### src/rtl/sidechain_compressor_core_assert.svh
// Assertion macros shared by the compressor modules.
// Both expect a clock named i_clk in scope; SCC_ASSERT_RST also expects an active-low reset named i_rst_n.
`ifndef SIDECHAIN_COMPRESSOR_CORE_ASSERT_SVH
`define SIDECHAIN_COMPRESSOR_CORE_ASSERT_SVH

// Checked only while out of reset.
`define SCC_ASSERT_RST(lbl, prop, msg) \
    lbl: assert property (@(posedge i_clk) disable iff (!i_rst_n) (prop)) \
        else $error(msg);

// Checked at every rising clock edge, reset included.
`define SCC_ASSERT_ALWAYS(lbl, prop, msg) \
    lbl: assert property (@(posedge i_clk) (prop)) else $error(msg);

`endif

### src/rtl/scc_pkg.sv
`timescale 1ns / 1ps
`default_nettype none

package scc_pkg;

    // Default sizes.
    localparam int SAMPLE_BITS_DEF     = 24;
    localparam int LOG_TABLE_DEPTH_DEF = 256;

    // Configuration port.
    localparam int CFG_IDX_W  = 3;
    localparam int CFG_DATA_W = 24;

    localparam logic [CFG_IDX_W-1:0] CFG_THRESHOLD = 3'd0;
    localparam logic [CFG_IDX_W-1:0] CFG_INV_RATIO = 3'd1;
    localparam logic [CFG_IDX_W-1:0] CFG_ATTACK    = 3'd2;
    localparam logic [CFG_IDX_W-1:0] CFG_RELEASE   = 3'd3;
    localparam logic [CFG_IDX_W-1:0] CFG_MAKEUP    = 3'd4;
    localparam logic [CFG_IDX_W-1:0] CFG_SIDE_EN   = 3'd5;

    // Register widths.
    localparam int THR_W    = 23;
    localparam int IR_W     = 17;
    localparam int COEF_W   = 24;
    localparam int MAKEUP_W = 20;
    localparam int GAIN_W   = 17;

    // Register reset values.
    localparam logic [THR_W-1:0]    THR_RST     = 23'd529292;
    localparam logic [IR_W-1:0]     IR_RST      = 17'd16384;
    localparam logic [COEF_W-1:0]   ATTACK_RST  = 24'd16707454;
    localparam logic [COEF_W-1:0]   RELEASE_RST = 24'd16774886;
    localparam logic [MAKEUP_W-1:0] MAKEUP_RST  = 20'd65536;
    localparam logic                SIDE_EN_RST = 1'b1;

    // Unity in Q1.16.
    localparam logic [GAIN_W-1:0] GAIN_UNITY = 17'd65536;

    // Datapath commands, one strobe per sequencing step.
    typedef struct packed {
        logic load;
        logic env_mul;
        logic env_upd;
        logic log_step;
        logic exp_step;
        logic gain;
        logic scale;
        logic makeup;
        logic finish;
    } t_dp_cmd;

    // 2^(2^-k) in Q2.30 for k = 1 to 16.
    localparam logic [31:0] EXP_ROOT [16] = '{
        32'd1518500250, 32'd1276901417, 32'd1170923762, 32'd1121280436,
        32'd1097253708, 32'd1085434106, 32'd1079572136, 32'd1076653033,
        32'd1075196443, 32'd1074468887, 32'd1074105294, 32'd1073923544,
        32'd1073832680, 32'd1073787251, 32'd1073764537, 32'd1073753181
    };

    // Fractional log2 of 1 + i/depth in Q0.16, found by repeated squaring.
    function automatic logic [15:0] log_entry(input int unsigned i, input int unsigned lg);
        logic [63:0] y;
        logic [15:0] res;
        int          k;
        y   = (64'd1 << 30) + (64'(i) << (30 - lg));
        res = '0;
        for (k = 1; k <= 16; k++) begin
            y = (y * y) >> 30;
            if (y >= (64'd1 << 31)) begin
                y = y >> 1;
                res[16-k] = 1'b1;
            end
        end
        return res;
    endfunction

    // 2^(i/depth) in Q1.16, built as a product of root constants.
    function automatic logic [16:0] exp_entry(input int unsigned i, input int unsigned lg);
        logic [63:0] f;
        logic [63:0] y;
        int          k;
        f = 64'(i) << (16 - lg);
        y = 64'd1 << 30;
        for (k = 1; k <= 16; k++) begin
            if (f[16-k]) begin
                y = (y * 64'(EXP_ROOT[k-1])) >> 30;
            end
        end
        return y[30:14];
    endfunction

endpackage

`default_nettype wire

### src/rtl/scc_controller.sv
`timescale 1ns / 1ps
`default_nettype none

`include "sidechain_compressor_core_assert.svh"

// Sequencer: walks one frame through the datapath steps and owns both handshakes.
module scc_controller (
    input  wire logic            i_clk,
    input  wire logic            i_rst_n,
    input  wire logic            i_in_valid,
    output logic                 o_in_stall,
    output logic                 o_out_valid,
    input  wire logic            i_out_stall,
    output scc_pkg::t_dp_cmd     o_cmd
);

    typedef enum logic [8:0] {
        ST_IDLE    = 9'b000000001,
        ST_ENV_MUL = 9'b000000010,
        ST_ENV_UPD = 9'b000000100,
        ST_LOG     = 9'b000001000,
        ST_EXP     = 9'b000010000,
        ST_GAIN    = 9'b000100000,
        ST_SCALE   = 9'b001000000,
        ST_MAKEUP  = 9'b010000000,
        ST_DONE    = 9'b100000000
    } t_state;

    t_state r_state, n_state;
    logic   r_out_valid, n_out_valid;
    logic   w_accept;
    logic   w_out_free;

    assign o_in_stall  = (r_state != ST_IDLE);
    assign w_accept    = i_in_valid && !o_in_stall;
    assign o_out_valid = r_out_valid;
    // The output register may be loaded when empty or emptied in this cycle.
    assign w_out_free  = !r_out_valid || !i_out_stall;

    // Next state and command strobes.
    always_comb begin
        n_state = r_state;
        o_cmd   = '0;
        unique case (r_state)
            ST_IDLE: begin
                if (w_accept) begin
                    o_cmd.load = 1'b1;
                    n_state    = ST_ENV_MUL;
                end
            end
            ST_ENV_MUL: begin
                o_cmd.env_mul = 1'b1;
                n_state       = ST_ENV_UPD;
            end
            ST_ENV_UPD: begin
                o_cmd.env_upd = 1'b1;
                n_state       = ST_LOG;
            end
            ST_LOG: begin
                o_cmd.log_step = 1'b1;
                n_state        = ST_EXP;
            end
            ST_EXP: begin
                o_cmd.exp_step = 1'b1;
                n_state        = ST_GAIN;
            end
            ST_GAIN: begin
                o_cmd.gain = 1'b1;
                n_state    = ST_SCALE;
            end
            ST_SCALE: begin
                o_cmd.scale = 1'b1;
                n_state     = ST_MAKEUP;
            end
            ST_MAKEUP: begin
                o_cmd.makeup = 1'b1;
                n_state      = ST_DONE;
            end
            ST_DONE: begin
                if (w_out_free) begin
                    o_cmd.finish = 1'b1;
                    n_state      = ST_IDLE;
                end
            end
            default: begin
                n_state = ST_IDLE;
            end
        endcase
    end

    // Output valid: set when a result is loaded, cleared when the transaction completes.
    always_comb begin
        n_out_valid = r_out_valid;
        if (o_cmd.finish) begin
            n_out_valid = 1'b1;
        end else if (!i_out_stall) begin
            n_out_valid = 1'b0;
        end
    end

    always_ff @(posedge i_clk) begin
        if (!i_rst_n) begin
            r_state     <= ST_IDLE;
            r_out_valid <= 1'b0;
        end else begin
            r_state     <= n_state;
            r_out_valid <= n_out_valid;
        end
    end

    `SCC_ASSERT_ALWAYS(a_reset_clears, !i_rst_n |=> (!r_out_valid && r_state == ST_IDLE), "reset did not clear the sequencer")
    `SCC_ASSERT_RST(a_no_overwrite, o_cmd.finish |-> !(r_out_valid && i_out_stall), "result loaded over a waiting result")
    `SCC_ASSERT_RST(a_accept_starts, w_accept |=> r_state == ST_ENV_MUL, "accepted frame did not start processing")

endmodule

`default_nettype wire

### config.mk
export PLATFORM = sky130hd
export DESIGN_NAME = scc_controller
export DESIGN_NICKNAME = d
export VERILOG_FILES = /design/src/rtl/scc_pkg.sv /design/src/rtl/scc_controller.sv
export VERILOG_INCLUDE_DIRS = /design/src /design/src/rtl
export SDC_FILE = /design/constraint.sdc
export NUM_CORES = 1
export LEC_CHECK = 0
export ABC_AREA = 0
export BUFFER_PORTS_ARGS = -buffer_cell sky130_fd_sc_hd__buf_2
export CORE_AREA = 3 3 40 42
export DETAILED_ROUTE_END_ITERATION = 8
export DIE_AREA = 0 0 43 45
export PLACE_DENSITY = 0.68
export SLEW_MARGIN = 20
export SYNTH_ARGS = -nofsm -noshare
export SYNTH_HDL_FRONTEND = slang
export SYNTH_SLANG_ARGS = --single-unit
### constraint.sdc
create_clock -name i_clk -period 3.3 [get_ports i_clk]
set_clock_uncertainty 0.15 [all_clocks]
set_input_delay 0.495 -clock i_clk [delete_from_list [all_inputs] [get_ports i_clk]]
set_output_delay 0.495 -clock i_clk [all_outputs]
set_load 0.02 [all_outputs]
# Word level (Yosys, flattened, before mapping)
# Cells that the tools add are included.
# totals
reg_bits	10
inputBits	4
wordCells	37
# op_classes
n_eq_ne	13
mux	16
n_reduce_logical	6
# ops
operator	count
9-bit one-hot mux with 9 select lines	1
9-bit two-way mux	2
1-bit two-way mux	13
9-bit by 1-bit == test with 1-bit output, second input constant	1
9-bit by 2-bit == test with 1-bit output, second input constant	1
9-bit by 3-bit == test with 1-bit output, second input constant	1
9-bit by 4-bit == test with 1-bit output, second input constant	1
9-bit by 5-bit == test with 1-bit output, second input constant	1
9-bit by 6-bit == test with 1-bit output, second input constant	1
9-bit by 7-bit == test with 1-bit output, second input constant	1
9-bit by 8-bit == test with 1-bit output, second input constant	1
9-bit == test, second input constant	1
9-bit by 1-bit inequality test with 1-bit output, second input constant	1
2-bit inequality test, second input constant	2
1-bit zero test	3
2-bit by 1-bit inequality test with 1-bit output, second input constant	1
2-bit AND reduction	1
1-bit logical AND	1
1-bit logical OR	1

# Longest topological paths before layout
# depth
depth_word	5
mapped_depth	5
ltp_nobuf	5

# Worst setup path after synthesis
# Ideal clock, no wire load.
# synth_timing
path_type	register to output
start	register r_state[1]
end	output port o_cmd[4] (netlist name)
arrival_time_ns	1.385
setup_slack_ns	1.270
path_stages_with_launch	4
n_path_buf	0
path_cell_list	dfxtp_1 > nor4_2 > nand2_1 > nor3b_1
# synth_rtl
element	line_no	text
start, declared	scc_controller.sv:29	t_state r_state, n_state;
start signal, assigned	scc_controller.sv:106	r_state <= n_state;
end, declared	scc_controller.sv:14	output scc_pkg::t_dp_cmd o_cmd

==> impl_metrics.env <==
export IMPL_core_area_um2=1280
export IMPL_status="completed"
export IMPL_fin_nets=83
export IMPL_final_util_pct=54.7
export IMPL_path_clk_slew_ps=70
export IMPL_final_common_cell="buf_2"
export IMPL_io_buffers=14
export IMPL_row_count=13
export IMPL_grt_pass1_vias=452
export IMPL_fillCellCount=118
export IMPL_switching_share_pct=26.2
export IMPL_syn_nets=65
export IMPL_critPathLaunchType="flop"
export IMPL_placed_cell_area_um2=667
export IMPL_slew_viol_final=0
export IMPL_overflow=0
export IMPL_start_util_pct=45.6
export IMPL_cts_resized=0
export IMPL_leakage_nw=0.302
export IMPL_antenna_left=0
export IMPL_crit_type="flop to output pin"
export IMPL_area_delta_synth_final_pct=20.1
export IMPL_vias_per_cell=5.41
export IMPL_synth_seq_cells=10
export IMPL_cts_hold_fix_buffers=0
export IMPL_end_kind="output pin"
export IMPL_ys_warn_count=0
export IMPL_ys_types=36
export IMPL_worst_pin_slew_ps=370
export IMPL_slew_headroom_pct=74.7
export IMPL_h_tree_depth=1
export IMPL_maxCapViolCount=0
export IMPL_yosysSeqAreaShare_pct=34.2
export IMPL_grt_start_max_net_pins=8
export IMPL_synth_cells=61
export IMPL_tns_ps=0
export IMPL_drive_above_1_share_pct=41.0
export IMPL_clock_latency_ps=260
export IMPL_final_cell_mix="14 x buf_2, 10 x dfxtp_1, 5 x nand2b_1"
export IMPL_critPathRequiredTime_ps=2650
export IMPL_cts_root_buf="clkbuf_4"
export IMPL_routedWlPerCell_um=11.6
export IMPL_worstPathArrival_ps=1670
export IMPL_dp_cells=89
export IMPL_rsz0062_at_grt="false"
export IMPL_min_period_over_period_pct=70.1
export IMPL_wl_mm=1.08
export IMPL_finalSetupViolations=0
export IMPL_crit_fanout=6
export IMPL_die_x_um=43
export IMPL_max_freq_ghz=0.432
export IMPL_cts_buffers=3
export IMPL_drt_iter0_drc=2
export IMPL_pwr_share_comb_pct=16.6
export IMPL_dr_pass1_iters=2
export IMPL_syn_avg_cell_area_um2=9.60
export IMPL_grt_pass1_wl_mm=1.90
export IMPL_final_area_um2=703
export IMPL_stdcell_count=93
export IMPL_clk_path_buf_depth=2
export IMPL_antenna_found_initial=0
export IMPL_post_cts_setup_buffer_count=0
export IMPL_p_int_w=0.000211
export IMPL_synth_area_um2=586
export IMPL_dieArea_um2=1940
export IMPL_p_seq_share_pct=44.4
export IMPL_die_y_um=45
export IMPL_numClockSinks=10
export IMPL_irDropWorstVdd_uv=254
export IMPL_pin_count=15
export IMPL_p_per_area_nw_per_um2=407
export IMPL_routed_via_count=503
export IMPL_cts_tree="yes"
export IMPL_p_clk_share_pct=38.9
export IMPL_p_switching_w=0.0000749
export IMPL_place_hpwl_um=852
export IMPL_multi_input_area_um2=368
export IMPL_regArea_um2=200
export IMPL_num_antenna_cells=0
export IMPL_grt_usage_pct=13.0
export IMPL_hold_class="flop to flop"
export IMPL_power_w=0.000286
export IMPL_final_hold_viol_count=0
export IMPL_place_congestion=0.703
export IMPL_drc_errors=0
export IMPL_final_min_clock_period_ps=2310
[registers in the layout (all words and copies together) (netlist names)]
register	flops
o_out_valid	1
r_state	9
[critical path, stage by stage (launching register included)]
cell and delay [ps]:
dfxtp_1 380, nor3_4 280, nand2_1 110, or3_4 360, nor2_1 110, buf_2 170
[cells by family (layout without fill, tap and decap cells)]
logic type                Yosys count  in the layout  synth area share, %
AOI/OAI and AO/OA                  12             12                 18.2
xor gates and xnor gates            1              1                 1.50
buffers and inverters               3             20                 2.99
and+or+nand+nor                    35             35                 43.2
DFF                                10             10                 34.2
[area by class of cell]
cell class                 count  area share (%)
tap                           15            2.67
clock buffer                   4            5.16
inverter                       2            1.42
sequential                    10            28.5
multi-input combinational     48            52.3
timing repair buffer          14            9.96
[final timing paths]
check / from / end / slack (ps) / depth (start not counted)
setup / recovery: r_state[6] / o_cmd[6] / 990 / 5
hold / removal: o_out_valid / o_out_valid / 340 / 2
setup reg to reg: r_state[6] / r_state[0] / 1680 / 4
hold reg to reg: o_out_valid / o_out_valid / 340 / 2
[per-stage QoR]
step	hold WS (ps)	worst slack, ps
2_1_floorplan	376	1270
5_1_grt	360	868
4_1_cts	340	977
6_report	336	985
3_3_place_gp	320	1310
3_5_place_dp	329	1280
[power by group through the flow]
stage | Clock (W) | Sequential, W | Combinational (W)
floorplan | 0 | 0.000129 | 0.0000368
global placement | 0 | 0.000130 | 0.0000475
detailed placement | 0 | 0.000130 | 0.0000480
CTS | 0.000115 | 0.000127 | 0.0000480
global route | 0.000120 | 0.000127 | 0.0000520
finish | 0.000111 | 0.000127 | 0.0000476
[synth_stat cells, drive strengths merged]
library cell   n  area, um^2
nand2          4        15.0
nor2           5        26.3
and2           1        7.51
or2b           1        7.51
o21ai          3        26.3
a2111oi        2        23.8
dfxtp         10         200
nor3           6        51.3
a32o           1        10.0
a21o           2        15.0
and4           2        21.3
nor4b          1        8.76
xor2           1        8.76
nor4           3        25.0
or3            1        11.3
buf            1        7.51
and3           2        13.8
nand4          1        6.26
nor2b          2        20.0
o211a          1        10.0
a211o          1        8.76
inv            2        10.0
a21oi          1        5.00
nor3b          1        7.51
nand2b         5        31.3
a21boi         1        7.51
[per-layer routing]
layer	up-vias	share of wire [%]	routed length (um)	track usage (%)
met2	5	48	524	22.5
met3	2	3.1	34	2.39
met4	0	1.1	12	7.23
li1	265	-	-	-
met1	231	47	509	15.4
met5	-	0	0	0
No activity file was read; power rests on OpenSTA's default activity.
